===== config.mk =====
export PLATFORM = sky130hd
export DESIGN_NAME = periodic_poll_scheduler_flat
export DESIGN_NICKNAME = d
export VERILOG_FILES = /design/src/rtl/pps_pkg.sv /design/src/rtl/pps_if.sv /design/src/rtl/periodic_poll_scheduler.sv /design/src/rtl/pps_datapath.sv /design/src/rtl/pps_ctrl.sv /design/src/flat_wrapper.sv
export VERILOG_INCLUDE_DIRS = /design/src /design/src/rtl
export SDC_FILE = /design/constraint.sdc
export NUM_CORES = 2
export LEC_CHECK = 0
export BUFFER_PORTS_ARGS = -buffer_cell sky130_fd_sc_hd__buf_2
export CAP_MARGIN = 0
export CORE_MARGIN = 1
export CORE_UTILIZATION = 60
export DETAILED_ROUTE_END_ITERATION = 7
export GPL_TIMING_DRIVEN = 0
export PLACE_DENSITY = 0.8
export SLEW_MARGIN = 10
export SYNTH_ARGS = -nofsm -noshare
export SYNTH_HDL_FRONTEND = slang
export SYNTH_SLANG_ARGS = --single-unit

===== constraint.sdc =====
create_clock -name clk_i -period 22.8 [get_ports clk_i]
set_input_delay 4.56 -clock clk_i [delete_from_list [all_inputs] [get_ports clk_i]]
set_output_delay 4.56 -clock clk_i [all_outputs]
set_load 0.01 [all_outputs]

===== src/rtl/periodic_poll_scheduler_assert.svh =====
// Assertion macros, clocked on clk_i and disabled during rst_ni low
`ifndef PERIODIC_POLL_SCHEDULER_ASSERT_SVH
`define PERIODIC_POLL_SCHEDULER_ASSERT_SVH

// same-cycle implication
`define PPS_ASSERT_IMP(name, ante, cons, msg) \
  name: assert property (@(posedge clk_i) disable iff (!rst_ni) (ante) |-> (cons)) \
    else $error(msg);

// next-cycle implication
`define PPS_ASSERT_NXT(name, ante, cons, msg) \
  name: assert property (@(posedge clk_i) disable iff (!rst_ni) (ante) |=> (cons)) \
    else $error(msg);

`endif


===== src/rtl/pps_pkg.sv =====
package pps_pkg;

  localparam int TIME_BITS    = 32;
  localparam int COUNT_BITS   = 32;
  localparam int IV_BITS      = 16;
  localparam int FAIL_BITS    = 8;
  localparam int CMD_BITS     = 3;
  localparam int CFG_IDX_BITS = 2;
  localparam int DIV_STEPS    = TIME_BITS;
  localparam int DIV_CNT_BITS = $clog2(DIV_STEPS);

  localparam logic [IV_BITS-1:0] ACTIVE_RESET = IV_BITS'(1000);
  localparam logic [IV_BITS-1:0] IDLE_RESET   = IV_BITS'(5000);
  localparam logic [IV_BITS-1:0] WINDOW_RESET = IV_BITS'(15000);

  typedef enum logic [CMD_BITS-1:0] {
    CMD_TICK        = 3'd0,
    CMD_DEMAND      = 3'd1,
    CMD_POLL_DONE   = 3'd2,
    CMD_RESET_SCHED = 3'd3,
    CMD_RESET_FAIL  = 3'd4
  } cmd_e;

  typedef enum logic [CFG_IDX_BITS-1:0] {
    CFG_ACTIVE = 2'd0,
    CFG_IDLE   = 2'd1,
    CFG_WINDOW = 2'd2
  } cfg_idx_e;

  typedef struct packed {
    logic [CMD_BITS-1:0]  command;
    logic [TIME_BITS-1:0] now_ms;
    logic                 time_valid;
    logic                 client_connected;
    logic                 mount_busy;
    logic                 poll_blocked;
    logic                 position_valid;
    logic                 poll_ok;
  } pps_in_t;

  typedef struct packed {
    logic                  start_poll;
    logic [TIME_BITS-1:0]  latency_ms;
    logic [TIME_BITS-1:0]  next_due_ms;
    logic [COUNT_BITS-1:0] started_total;
    logic [COUNT_BITS-1:0] deferred_total;
    logic [COUNT_BITS-1:0] missed_total;
    logic [COUNT_BITS-1:0] succeeded_total;
    logic [TIME_BITS-1:0]  worst_latency_ms;
    logic [FAIL_BITS-1:0]  failures_in_row;
    logic [TIME_BITS-1:0]  first_success_ms;
    logic [TIME_BITS-1:0]  last_success_ms;
    logic [IV_BITS-1:0]    interval_used_ms;
  } pps_out_t;

  typedef struct packed {
    logic capture;
    logic exec;
    logic div_step;
    logic div_apply;
    logic publish;
  } pps_cmd_t;

  typedef struct packed {
    logic need_div;
  } pps_sts_t;

endpackage


===== src/rtl/pps_if.sv =====
interface pps_in_if;
  logic             valid;
  logic             ready;
  pps_pkg::pps_in_t data;

  modport source (output valid, output data, input ready);
  modport sink (input valid, input data, output ready);
endinterface

interface pps_out_if;
  logic              valid;
  logic              ready;
  pps_pkg::pps_out_t data;

  modport source (output valid, output data, input ready);
  modport sink (input valid, input data, output ready);
endinterface


===== src/rtl/periodic_poll_scheduler.sv =====
// Channel   Dir  Payload                 Transfer
// in_i      in   pps_in_t (8 fields)     valid & ready
// out_o     out  pps_out_t (12 fields)   valid & ready
// cfg       in   16-bit data, 2-bit idx  cfg_we_i
//
// Each item is executed, then published while the next is taken.
// A poll done that needs catch-up runs extra states: a 32-step radix-2
// divider finds the skipped slots, then an apply state applies the result.
// Reset is immediate: counters, schedule, config and FSM load at rst_ni low.
// A held result stalls intake only once the next result is ready to publish.
module periodic_poll_scheduler (
  input  logic                             clk_i,
  input  logic                             rst_ni,
  input  logic                             cfg_we_i,
  input  logic [pps_pkg::CFG_IDX_BITS-1:0] cfg_idx_i,
  input  logic [pps_pkg::IV_BITS-1:0]      cfg_data_i,
  pps_in_if.sink                           in_i,
  pps_out_if.source                        out_o
);
  import pps_pkg::*;

  pps_cmd_t cmd;
  pps_sts_t sts;
  logic     in_ready;
  logic     out_valid;
  pps_out_t out_data;

  pps_ctrl u_ctrl (
    .clk_i       (clk_i),
    .rst_ni      (rst_ni),
    .in_valid_i  (in_i.valid),
    .in_ready_o  (in_ready),
    .out_valid_o (out_valid),
    .out_ready_i (out_o.ready),
    .sts_i       (sts),
    .cmd_o       (cmd)
  );

  pps_datapath u_datapath (
    .clk_i      (clk_i),
    .rst_ni     (rst_ni),
    .cfg_we_i   (cfg_we_i),
    .cfg_idx_i  (cfg_idx_i),
    .cfg_data_i (cfg_data_i),
    .in_data_i  (in_i.data),
    .cmd_i      (cmd),
    .sts_o      (sts),
    .out_data_o (out_data)
  );

  assign in_i.ready  = in_ready;
  assign out_o.valid = out_valid;
  assign out_o.data  = out_data;

endmodule


===== src/rtl/pps_datapath.sv =====
module pps_datapath (
  input  logic                                 clk_i,
  input  logic                                 rst_ni,
  input  logic                                 cfg_we_i,
  input  logic [pps_pkg::CFG_IDX_BITS-1:0]     cfg_idx_i,
  input  logic [pps_pkg::IV_BITS-1:0]          cfg_data_i,
  input  pps_pkg::pps_in_t                     in_data_i,
  input  pps_pkg::pps_cmd_t                    cmd_i,
  output pps_pkg::pps_sts_t                    sts_o,
  output pps_pkg::pps_out_t                    out_data_o
);
  import pps_pkg::*;

  logic [IV_BITS-1:0]    act_q, idle_q, win_q;
  logic [TIME_BITS-1:0]  ldt_q, ldt_d;
  logic [TIME_BITS-1:0]  nd_q, nd_d;
  logic                  outst_q, outst_d;
  logic [IV_BITS-1:0]    oiv_q, oiv_d;
  logic [COUNT_BITS-1:0] started_q, started_d;
  logic [COUNT_BITS-1:0] deferred_q, deferred_d;
  logic [COUNT_BITS-1:0] missed_q, missed_d;
  logic [COUNT_BITS-1:0] succ_q, succ_d;
  logic [TIME_BITS-1:0]  maxlat_q, maxlat_d;
  logic [FAIL_BITS-1:0]  fail_q, fail_d;
  logic [TIME_BITS-1:0]  first_q, first_d;
  logic [TIME_BITS-1:0]  last_q, last_d;

  pps_in_t               in_q;
  logic                  start_q, start_d;
  logic [TIME_BITS-1:0]  lat_q, lat_d;
  logic [TIME_BITS-1:0]  dvd_q, dvd_d;
  logic [IV_BITS-1:0]    rem_q, rem_d;
  pps_out_t              out_q;

  logic [TIME_BITS-1:0]  since_demand;
  logic                  active;
  logic [IV_BITS-1:0]    iv;
  logic [TIME_BITS-1:0]  due_diff;
  logic [TIME_BITS-1:0]  nd_adv;
  logic [TIME_BITS-1:0]  cu_diff;
  logic                  need_div;
  logic [IV_BITS:0]      trial;
  logic [IV_BITS:0]      trial_sub;
  logic                  trial_ge;

  // interval selection
  assign since_demand = in_q.now_ms - ldt_q;
  assign active = ((ldt_q != '0) && (since_demand < TIME_BITS'(win_q)))
                  || in_q.client_connected;
  assign iv = !in_q.time_valid ? '0 : (active ? act_q : idle_q);

  assign due_diff = in_q.now_ms - nd_q;
  assign nd_adv   = nd_q + TIME_BITS'(oiv_q);
  assign cu_diff  = in_q.now_ms - nd_adv;
  assign need_div = (in_q.command == CMD_POLL_DONE) && outst_q && (oiv_q != '0)
                    && !cu_diff[TIME_BITS-1];
  assign sts_o.need_div = need_div;

  // one restoring division step
  assign trial     = {rem_q, dvd_q[TIME_BITS-1]};
  assign trial_sub = trial - {1'b0, oiv_q};
  assign trial_ge  = !trial_sub[IV_BITS] || (trial >= {1'b0, oiv_q});

  always_comb begin
    ldt_d      = ldt_q;
    nd_d       = nd_q;
    outst_d    = outst_q;
    oiv_d      = oiv_q;
    started_d  = started_q;
    deferred_d = deferred_q;
    missed_d   = missed_q;
    succ_d     = succ_q;
    maxlat_d   = maxlat_q;
    fail_d     = fail_q;
    first_d    = first_q;
    last_d     = last_q;
    start_d    = start_q;
    lat_d      = lat_q;
    dvd_d      = dvd_q;
    rem_d      = rem_q;

    if (cmd_i.capture) begin
      start_d = 1'b0;
      lat_d   = '0;
    end

    if (cmd_i.exec) begin
      case (in_q.command)
        CMD_TICK: begin
          if (iv == '0) begin
            nd_d = '0;
          end else if (nd_q == '0) begin
            nd_d = in_q.now_ms + TIME_BITS'(iv);
          end else if (!due_diff[TIME_BITS-1]) begin
            if (in_q.mount_busy || in_q.poll_blocked || outst_q) begin
              deferred_d = deferred_q + COUNT_BITS'(1);
            end else begin
              lat_d = due_diff;
              if (due_diff > maxlat_q) begin
                maxlat_d = due_diff;
              end
              if (due_diff > TIME_BITS'(iv)) begin
                missed_d = missed_q + COUNT_BITS'(1);
              end
              started_d = started_q + COUNT_BITS'(1);
              outst_d   = 1'b1;
              oiv_d     = iv;
              start_d   = 1'b1;
            end
          end
        end
        CMD_DEMAND: begin
          ldt_d = in_q.now_ms;
          if ((nd_q == '0) || !in_q.position_valid) begin
            nd_d = in_q.now_ms;
          end
        end
        CMD_POLL_DONE: begin
          if (outst_q) begin
            outst_d = 1'b0;
            if (in_q.poll_ok) begin
              succ_d = succ_q + COUNT_BITS'(1);
              if (first_q == '0) begin
                first_d = in_q.now_ms;
              end
              last_d = in_q.now_ms;
              fail_d = '0;
            end else if (fail_q != '1) begin
              fail_d = fail_q + FAIL_BITS'(1);
            end
            if (oiv_q != '0) begin
              nd_d = nd_adv;
            end
            if (need_div) begin
              dvd_d = cu_diff;
              rem_d = '0;
            end
          end
        end
        CMD_RESET_SCHED: begin
          nd_d = '0;
        end
        CMD_RESET_FAIL: begin
          fail_d = '0;
        end
        default: begin
        end
      endcase
    end

    if (cmd_i.div_step) begin
      rem_d = trial_ge ? trial_sub[IV_BITS-1:0] : trial[IV_BITS-1:0];
      dvd_d = {dvd_q[TIME_BITS-2:0], trial_ge};
    end

    // due = finish - rem + iv, missed += quotient + 1
    if (cmd_i.div_apply) begin
      nd_d     = in_q.now_ms - TIME_BITS'(rem_q) + TIME_BITS'(oiv_q);
      missed_d = missed_q + COUNT_BITS'(dvd_q) + COUNT_BITS'(1);
    end
  end

  always_ff @(posedge clk_i or negedge rst_ni) begin
    if (!rst_ni) begin
      act_q      <= ACTIVE_RESET;
      idle_q     <= IDLE_RESET;
      win_q      <= WINDOW_RESET;
      ldt_q      <= '0;
      nd_q       <= '0;
      outst_q    <= 1'b0;
      oiv_q      <= '0;
      started_q  <= '0;
      deferred_q <= '0;
      missed_q   <= '0;
      succ_q     <= '0;
      maxlat_q   <= '0;
      fail_q     <= '0;
      first_q    <= '0;
      last_q     <= '0;
    end else begin
      if (cfg_we_i) begin
        case (cfg_idx_i)
          CFG_ACTIVE: act_q  <= cfg_data_i;
          CFG_IDLE:   idle_q <= cfg_data_i;
          CFG_WINDOW: win_q  <= cfg_data_i;
          default: begin
          end
        endcase
      end
      ldt_q      <= ldt_d;
      nd_q       <= nd_d;
      outst_q    <= outst_d;
      oiv_q      <= oiv_d;
      started_q  <= started_d;
      deferred_q <= deferred_d;
      missed_q   <= missed_d;
      succ_q     <= succ_d;
      maxlat_q   <= maxlat_d;
      fail_q     <= fail_d;
      first_q    <= first_d;
      last_q     <= last_d;
    end
  end

  always_ff @(posedge clk_i) begin
    if (cmd_i.capture) begin
      in_q <= in_data_i;
    end
    start_q <= start_d;
    lat_q   <= lat_d;
    dvd_q   <= dvd_d;
    rem_q   <= rem_d;
    if (cmd_i.publish) begin
      out_q.start_poll       <= start_q;
      out_q.latency_ms       <= lat_q;
      out_q.next_due_ms      <= nd_q;
      out_q.started_total    <= started_q;
      out_q.deferred_total   <= deferred_q;
      out_q.missed_total     <= missed_q;
      out_q.succeeded_total  <= succ_q;
      out_q.worst_latency_ms <= maxlat_q;
      out_q.failures_in_row  <= fail_q;
      out_q.first_success_ms <= first_q;
      out_q.last_success_ms  <= last_q;
      out_q.interval_used_ms <= iv;
    end
  end

  assign out_data_o = out_q;

endmodule


===== src/rtl/pps_ctrl.sv =====
module pps_ctrl (
  input  logic               clk_i,
  input  logic               rst_ni,
  input  logic               in_valid_i,
  output logic               in_ready_o,
  output logic               out_valid_o,
  input  logic               out_ready_i,
  input  pps_pkg::pps_sts_t  sts_i,
  output pps_pkg::pps_cmd_t  cmd_o
);
  import pps_pkg::*;
  `include "periodic_poll_scheduler_assert.svh"

  typedef enum logic [2:0] {
    ST_IDLE,
    ST_EXEC,
    ST_DIV,
    ST_APPLY,
    ST_PUBLISH
  } state_e;

  state_e                  state_q;
  logic [DIV_CNT_BITS-1:0] cnt_q;
  logic                    out_valid_q;
  logic                    out_free;
  logic                    accept;

  assign out_free   = !out_valid_q || out_ready_i;
  assign in_ready_o = (state_q == ST_IDLE) || ((state_q == ST_PUBLISH) && out_free);
  assign accept     = in_valid_i && in_ready_o;

  assign cmd_o.capture   = accept;
  assign cmd_o.exec      = (state_q == ST_EXEC);
  assign cmd_o.div_step  = (state_q == ST_DIV);
  assign cmd_o.div_apply = (state_q == ST_APPLY);
  assign cmd_o.publish   = (state_q == ST_PUBLISH) && out_free;

  assign out_valid_o = out_valid_q;

  always_ff @(posedge clk_i or negedge rst_ni) begin
    if (!rst_ni) begin
      state_q     <= ST_IDLE;
      cnt_q       <= '0;
      out_valid_q <= 1'b0;
    end else begin
      if (cmd_o.publish) begin
        out_valid_q <= 1'b1;
      end else if (out_ready_i) begin
        out_valid_q <= 1'b0;
      end
      case (state_q)
        ST_IDLE: begin
          if (accept) begin
            state_q <= ST_EXEC;
          end
        end
        ST_EXEC: begin
          if (sts_i.need_div) begin
            state_q <= ST_DIV;
            cnt_q   <= '0;
          end else begin
            state_q <= ST_PUBLISH;
          end
        end
        ST_DIV: begin
          cnt_q <= cnt_q + DIV_CNT_BITS'(1);
          if (cnt_q == DIV_CNT_BITS'(DIV_STEPS - 1)) begin
            state_q <= ST_APPLY;
          end
        end
        ST_APPLY: begin
          state_q <= ST_PUBLISH;
        end
        ST_PUBLISH: begin
          if (out_free) begin
            state_q <= accept ? ST_EXEC : ST_IDLE;
          end
        end
        default: begin
          state_q <= ST_IDLE;
        end
      endcase
    end
  end

  `PPS_ASSERT_IMP(a_pub_free, cmd_o.publish, (!out_valid_q || out_ready_i), "publish over held result")
  `PPS_ASSERT_NXT(a_div_entry, (state_q == ST_EXEC && sts_i.need_div), (state_q == ST_DIV && cnt_q == '0), "divider entry broken")
  `PPS_ASSERT_IMP(a_busy_no_take, (state_q == ST_EXEC || state_q == ST_DIV || state_q == ST_APPLY), !in_ready_o, "transfer taken mid item")
  `PPS_ASSERT_NXT(a_valid_src, (!out_valid_q && !cmd_o.publish), !out_valid_q, "result valid without publish")

endmodule


===== src/flat_wrapper.sv =====
// flat-port wrapper written by rule: the top's interface ports become plain ports
module periodic_poll_scheduler_flat import pps_pkg::*;
  (clk_i, rst_ni, cfg_we_i, cfg_idx_i, cfg_data_i, in_i_valid, in_i_data, in_i_ready, out_o_valid, out_o_data, out_o_ready);
  pps_in_if in_i_i ();
  pps_out_if out_o_i ();
  input  logic clk_i;
  input  logic rst_ni;
  input  logic cfg_we_i;
  input  logic [pps_pkg::CFG_IDX_BITS-1:0] cfg_idx_i;
  input  logic [pps_pkg::IV_BITS-1:0] cfg_data_i;
  input wire logic [$bits(in_i_i.valid)-1:0] in_i_valid;
  input wire logic [$bits(in_i_i.data)-1:0] in_i_data;
  output wire logic [$bits(in_i_i.ready)-1:0] in_i_ready;
  output wire logic [$bits(out_o_i.valid)-1:0] out_o_valid;
  output wire logic [$bits(out_o_i.data)-1:0] out_o_data;
  input wire logic [$bits(out_o_i.ready)-1:0] out_o_ready;
  assign in_i_i.valid = in_i_valid;
  assign in_i_i.data = in_i_data;
  assign in_i_ready = in_i_i.ready;
  assign out_o_valid = out_o_i.valid;
  assign out_o_data = out_o_i.data;
  assign out_o_i.ready = out_o_ready;
  periodic_poll_scheduler u_core (.clk_i(clk_i), .rst_ni(rst_ni), .cfg_we_i(cfg_we_i), .cfg_idx_i(cfg_idx_i), .cfg_data_i(cfg_data_i), .in_i(in_i_i), .out_o(out_o_i));
endmodule

* Word-level counts from Yosys, hierarchy flattened *
Index checks and enable logic that the tools add are counted.

operators by class
  eq/ne operators = 30
  add/sub/neg operators = 16
  bitwise gates (word level) = 4
  $lt $le $gt $ge = 4
  reduce and logical (&&, ||, !) cells = 52
  mux-type cells = 62

operators with widths
  operator                 count
  $mux W32                 27
  $add A32 B1 Y32 const B  5
  $mux W16                 8
  $pmux W32 S4             1
  $add A32 B16 Y32         3
  $sub A32 B32 Y32         3
  $logic_not A32 Y1        2
  $add A32 B32 Y32         1
  $gt A32 B16 Y1           1
  $gt A32 B31 Y1           1
  $lt A32 B16 Y1           1
  $reduce_bool A32 Y1      1
  $sub A32 B16 Y32         1
  $mux W8                  3
  $reduce_and A6 Y1        4
  $reduce_bool A2 Y1       10
  $ne A2 B2 Y1 const B     9
  $ge A17 B16 Y1           1
  $sub A17 B16 Y17         1
  $logic_not A16 Y1        1
  $pmux W8 S2              1
  $reduce_bool A16 Y1      1
  $pmux W3 S5              1
  $mux W1                  14
  29 further kinds         67

storage, ports and cells
  output and inout bits = 315
  bits in registers = 803
  word-level logic and storage cells = 210

* Depth between registers and ports, before layout *
  depth after elaboration = 15
  depth in mapped cells = 37
  depth with buffers taken out = 36

* Hierarchy *
A second synthesis with hierarchy kept.

unflattened totals
  cell total of the unflattened synthesis = 3966
  area total of the unflattened synthesis = 43103.8 um2

by module, submodules not included
  module        area each (um2)  cells each  sequential area each (um2)  instances
  pps_datapath  42585.8          3914        21733.3                     1
  pps_ctrl      518.0            52          225.2                       1

* Worst setup path after synthesis *
No wires, ideal clock.

  path kind = input port to flip-flop
  start = input out_o_ready
  end = register u_core.u_datapath.out_q (netlist bit u_core.u_datapath.out_data_o[0]) (enable)
  required time = 21.810 ns
  stages = 2
  library setup time = 0.990 ns
  path buffers = 0
  slack = 4.310 ns
  arrival time = 17.500 ns
  path through = nor2b_1 nor2_1

RTL lines
  item                RTL line            RTL
  start: declaration  flat_wrapper.sv:16  input wire logic [$bits(out_o_i.ready)-1:0] out_o_ready;
  end: declaration    pps_datapath.sv:33  pps_out_t out_q;

* Worst setup path after layout *
  start = input out_o_ready
  end = output in_i_ready

between the ends
  cells in the longest elaborated chain, start to end = 3

RTL lines
  item                 RTL line            RTL
  $logic_or A1 B1 Y1   pps_ctrl.sv:28      assign out_free = !out_valid_q || out_ready_i;
  $logic_and A1 B1 Y1  pps_ctrl.sv:29      assign in_ready_o = (state_q == ST_IDLE) || ((state_q == ST_PUBLISH) && out_free);
  $logic_or A1 B1 Y1   pps_ctrl.sv:29
  end: declaration     flat_wrapper.sv:13  output wire logic [$bits(in_i_i.ready)-1:0] in_i_ready;

Every way passes these cells.

==> metrics.md <==
| Metric | Value |
|---|---|
| Time the worst path needs with I/O delays and setup | 10.13 ns |
| Vias in the first global route | 32660 |
| Sink count of the clock tree | 803 |
| Post-synthesis sequential element count | 803 |
| Post-synthesis async set-or-reset flop share | 45.95% |
| Clock root cell | sky130_fd_sc_hd__clkbuf_16 |
| Largest buffer count on any clock path | 3 |
| Static leakage | 21.37 nW |
| Worst slew margin relative to its limit | 24.17% |
| Top flip-flop cell by instance count after synthesis | sky130_fd_sc_hd__edfxtp_1 |
| Die extent in y | 269.6 µm |
| Transition time at the pin with the least slew margin | 1.135 ns |
| Cell with the most instances on the worst path | sky130_fd_sc_hd__buf_2 |
| R2R depth | 33 |
| Unique cell type count in the Yosys netlist | 95 |
| Die outline width | 269.6 µm |
| Starting utilization of the core area | 61.03% |
| Biggest cell delay along the critical path | 0.40 ns |
| Largest net degree at the start of global routing | 109 |
| Power per cell area | 96.32 nW/µm² |
| Hold Path Stages | 0 |
| Most frequent cell after synthesis | sky130_fd_sc_hd__edfxtp_1 |
| I/O pin total | 379 |
| Peak fanout along the critical path | 3 |
| Resized Gates After CTS | 0 |
| Total CTS buffers | 84 |
| Global routing usage summed across all routing layers | 35.45% |
| First-pass GRT wire length | 195300 µm |
| DP Wirelength | 96490 µm |
| Mean routed wirelength per cell | 24.09 µm |
| Final hold violations | 0 |
| Number of setup violations in the final report | 0 |
| CP cell instances | buf_2, nor2b_1, and2_1, nor3_1, buf_2 |
| Max frequency | 98.71 MHz |
| Fraction of final layout cells with drive strength greater than 1 | 16.31% |
| PortBufs | 377 |
| Placement Setup Slack | 12.68 ns |
| Finished Layout Cells | 5406 |
| Most used standard cells in the synthesized netlist | sky130_fd_sc_hd__edfxtp_1 (401), sky130_fd_sc_hd__dfrtp_1 (351), sky130_fd_sc_hd__inv_1 (305) |
| Slowest stage cell on the critical path | sky130_fd_sc_hd__nor2b_1 |
| Class of the tightest hold or removal check | register to register |
| Arrival time of data at the critical path endpoint | 5.57 ns |
| Top-area cell type share of the netlist area | 28.03% |
| CTS hold repair buffers | 0 |
| Count of nets after finishing | 4767 |
| Most area-hungry cell type in the Yosys netlist | sky130_fd_sc_hd__edfxtp_1 |
| Endpoint class of the critical path | output pin |
| TritonCTS clock tree | built |
| Post-synth net total | 4282 |
| Worst path top cell family by delay | simple AND/OR/NAND/NOR gates |
| Total stage count of the critical path | 5 |
| Portion of the post-synthesis area used by sequential elements | 51.11% |
| Congestion Overflow GR | 0 |
| Number of antenna violations at the first check in global routing | 4 |
| Cell total after placement | 5247 |
| Unrepaired setup endpoints after global routing | no |
| Warning count from the yosys run | 0 |
| # DRC | 0 |
| Gate count of the mapped netlist | 3908 |
| Area Overhead vs Synth | 14.83% |
| Core area | 70390 µm² |
| Worst-Skew Late Latency | 0.66 ns |
| Total Die Area | 72680 µm² |
| Combined buffer and inverter count along the critical path | 2 |
| Class of the most critical setup path | input pin to output pin |
| Number of fill cells in the layout | 5115 |
| FP Rows | 97 |
| Drt first-iter violations | 3610 |
| Number of violations of the max-capacitance limit | 0 |
| Run status | completed |
| Top cells by area, synth | sky130_fd_sc_hd__edfxtp_1 (28%), sky130_fd_sc_hd__dfrtp_1 (20%), sky130_fd_sc_hd__ha_1 (8.4%) |
| Final wirelength | 130200 µm |
| First-pass DRT Iterations | 8 |
| Syn Area/Cell | 10.99 µm² |
| Worst path required time | 18.24 ns |
| Post-CTS clock slew at the launch and capture registers of the worst setup and hold paths | 0.07 ns |
| Via count of the routed design | 33738 |
| H-tree level count | 3 |
| ANT nets after route | 0 |
| Maximum vdd ir drop | 0.08077 mV |
| Buffer count from post-CTS setup fixing | 0 |
| Placer Congestion | 1.001 |
| Startpoint Class | input pin |
| Pins Over Slew Limit | 0 |
| Least setup slack across all paths after layout | 12.67 ns |
| Final worst-path cycle share | 44.43% |
| Cell area after technology mapping | 42960 µm² |
| Clock skew after layout | 0.02880 ns |
| Post-synth EDFFs | 401 |
| Per-cell via count in the routed design | 6.241 |
==> cell type report <==
class,count,area (µm²),share of cell area (%)
timing repair buffer,399,2315,4.692
clock inverter,45,528.0,1.070
clock buffer,112,2328,4.720
buffer,109,440.4,0.8927
inverter,305,1145,2.321
sequential,803,21960,44.51
tap,940,1176,2.384
antenna,2,5.005,0.01014
multi-input combinational,2691,19440,39.40
==> cell usage in the layout (no fill, tap or decap), types with 17 or more instances in the layout <==
master,instances
sky130_fd_sc_hd__nor2_1,186
sky130_fd_sc_hd__o211ai_1,28
sky130_fd_sc_hd__a21o_1,113
sky130_fd_sc_hd__or3_1,23
sky130_fd_sc_hd__xor2_1,67
sky130_fd_sc_hd__nand2_1,280
sky130_fd_sc_hd__o21a_1,35
sky130_fd_sc_hd__clkbuf_16,85
sky130_fd_sc_hd__a211oi_1,35
sky130_fd_sc_hd__o31ai_1,20
sky130_fd_sc_hd__nand3_1,142
sky130_fd_sc_hd__and2_1,22
sky130_fd_sc_hd__nor3_1,76
sky130_fd_sc_hd__a21oi_1,202
sky130_fd_sc_hd__o21ai_0,233
sky130_fd_sc_hd__fa_1,23
sky130_fd_sc_hd__o21bai_1,22
sky130_fd_sc_hd__mux2_2,105
sky130_fd_sc_hd__nor4_1,55
sky130_fd_sc_hd__clkbuf_1,105
sky130_fd_sc_hd__dfrtp_1,351
sky130_fd_sc_hd__ha_1,287
sky130_fd_sc_hd__and3_1,43
sky130_fd_sc_hd__dfstp_2,18
sky130_fd_sc_hd__nand4_1,57
sky130_fd_sc_hd__a31oi_1,17
sky130_fd_sc_hd__buf_2,386
sky130_fd_sc_hd__xnor2_1,232
sky130_fd_sc_hd__edfxtp_1,401
sky130_fd_sc_hd__nor2b_1,39
sky130_fd_sc_hd__inv_1,304
sky130_fd_sc_hd__mux2i_1,45
sky130_fd_sc_hd__dfxtp_1,33
sky130_fd_sc_hd__nand2b_1,44
==> routing by layer <==
| metal | GRT usage [%] | part of all wire (%) | vias up |
|---|---|---|---|
| met1 | 45.10 | 39 | 16359 |
| met5 | 0 | 0.026 | - |
| li1 | - | - | 15221 |
| met3 | 7.151 | 8.7 | 437 |
| met4 | 21.44 | 6.7 | 4 |
| met2 | 56.17 | 46 | 1717 |
==> cells by family (layout without fill, tap and decap cells) <==
kind of cell,Yosys count,count (layout),share of synthesized area (%)
compound gates,891,891,13.60
xor+xnor,300,300,6.148
fa+ha+maj,310,310,9.430
buf+inv,414,970,3.690
flops,803,803,51.11
mux,150,150,3.801
other cells,1,3,0.008729
simple gates,1039,1039,12.21
==> through the flow <==
step	setup TNS, ns	total power, mW	area, µm²	utilization (%)	hold WS, ns
5_1_grt	0	4.963	49330	70.08	0.4340
2_1_floorplan	0	2.862	42960	-	0.4000
3_3_place_gp	-398.65	3.309	46020	65.38	0.4051
4_1_cts	0	4.727	49330	70.08	0.4195
3_5_place_dp	0	3.316	46470	66.02	0.4101
6_report	0	4.752	49330	70.08	0.4173
==> sequential cells by signal, indices dropped and copies added, names as in the netlist, 3 cells and up <==
name and flops:
u_core.u_datapath.out_data_o 312, u_core.u_datapath.in_q 41, u_core.u_datapath.deferred_q 32, u_core.u_datapath.dvd_q 32
u_core.u_datapath.first_q 32, u_core.u_datapath.last_q 32, u_core.u_datapath.lat_q 32, u_core.u_datapath.ldt_q 32
u_core.u_datapath.missed_q 32, u_core.u_datapath.nd_q 32, u_core.u_datapath.started_q 32, u_core.u_datapath.succ_q 32
u_core.u_datapath.maxlat_q 31, u_core.u_datapath.act_q 16, u_core.u_datapath.idle_q 16, u_core.u_datapath.oiv_q 16
u_core.u_datapath.rem_q 16, u_core.u_datapath.win_q 16, u_core.u_datapath.fail_q 8, u_core.u_ctrl.cnt_q 5
u_core.u_ctrl.state_q 3
==> final timing paths <==
kind | from | end | slack [ns]
hold / removal | u_core.u_datapath.lat_q[31] | u_core.u_datapath.out_data_o[311] | 0.42
setup reg to reg | u_core.u_datapath.in_q[7] | u_core.u_datapath.nd_q[31] | 12.73
max in group asynchronous | rst_ni | u_core.u_datapath.started_q[25] | 17.91
hold reg to reg | u_core.u_datapath.lat_q[31] | u_core.u_datapath.out_data_o[311] | 0.42
setup / recovery | out_o_ready | in_i_ready | 12.67
min in group asynchronous | rst_ni | u_core.u_datapath.last_q[9] | 3.85
==> power by group <==
part           total [mW]  internal, mW  switching (mW)  leakage (nW)
Sequential           1.83          1.68           0.144          9.07
Clock                1.41         0.799           0.609          1.37
Combinational        1.52         0.595           0.921          10.9
==> worst reg2reg max path, delay by kind of cell, from the launching register on <==
family                   cells  cell delay [ns]
adder cells (fa/ha/maj)      3             1.18
AO/OA/AOI/OAI               16             3.37
multiplexers                 1             0.36
flip-flops                   1             1.09
XOR/XNOR                     2             0.35
AND/OR/NAND/NOR              8             2.74
buffers and inverters        3             0.80
(Power assumes the default switching activity.)
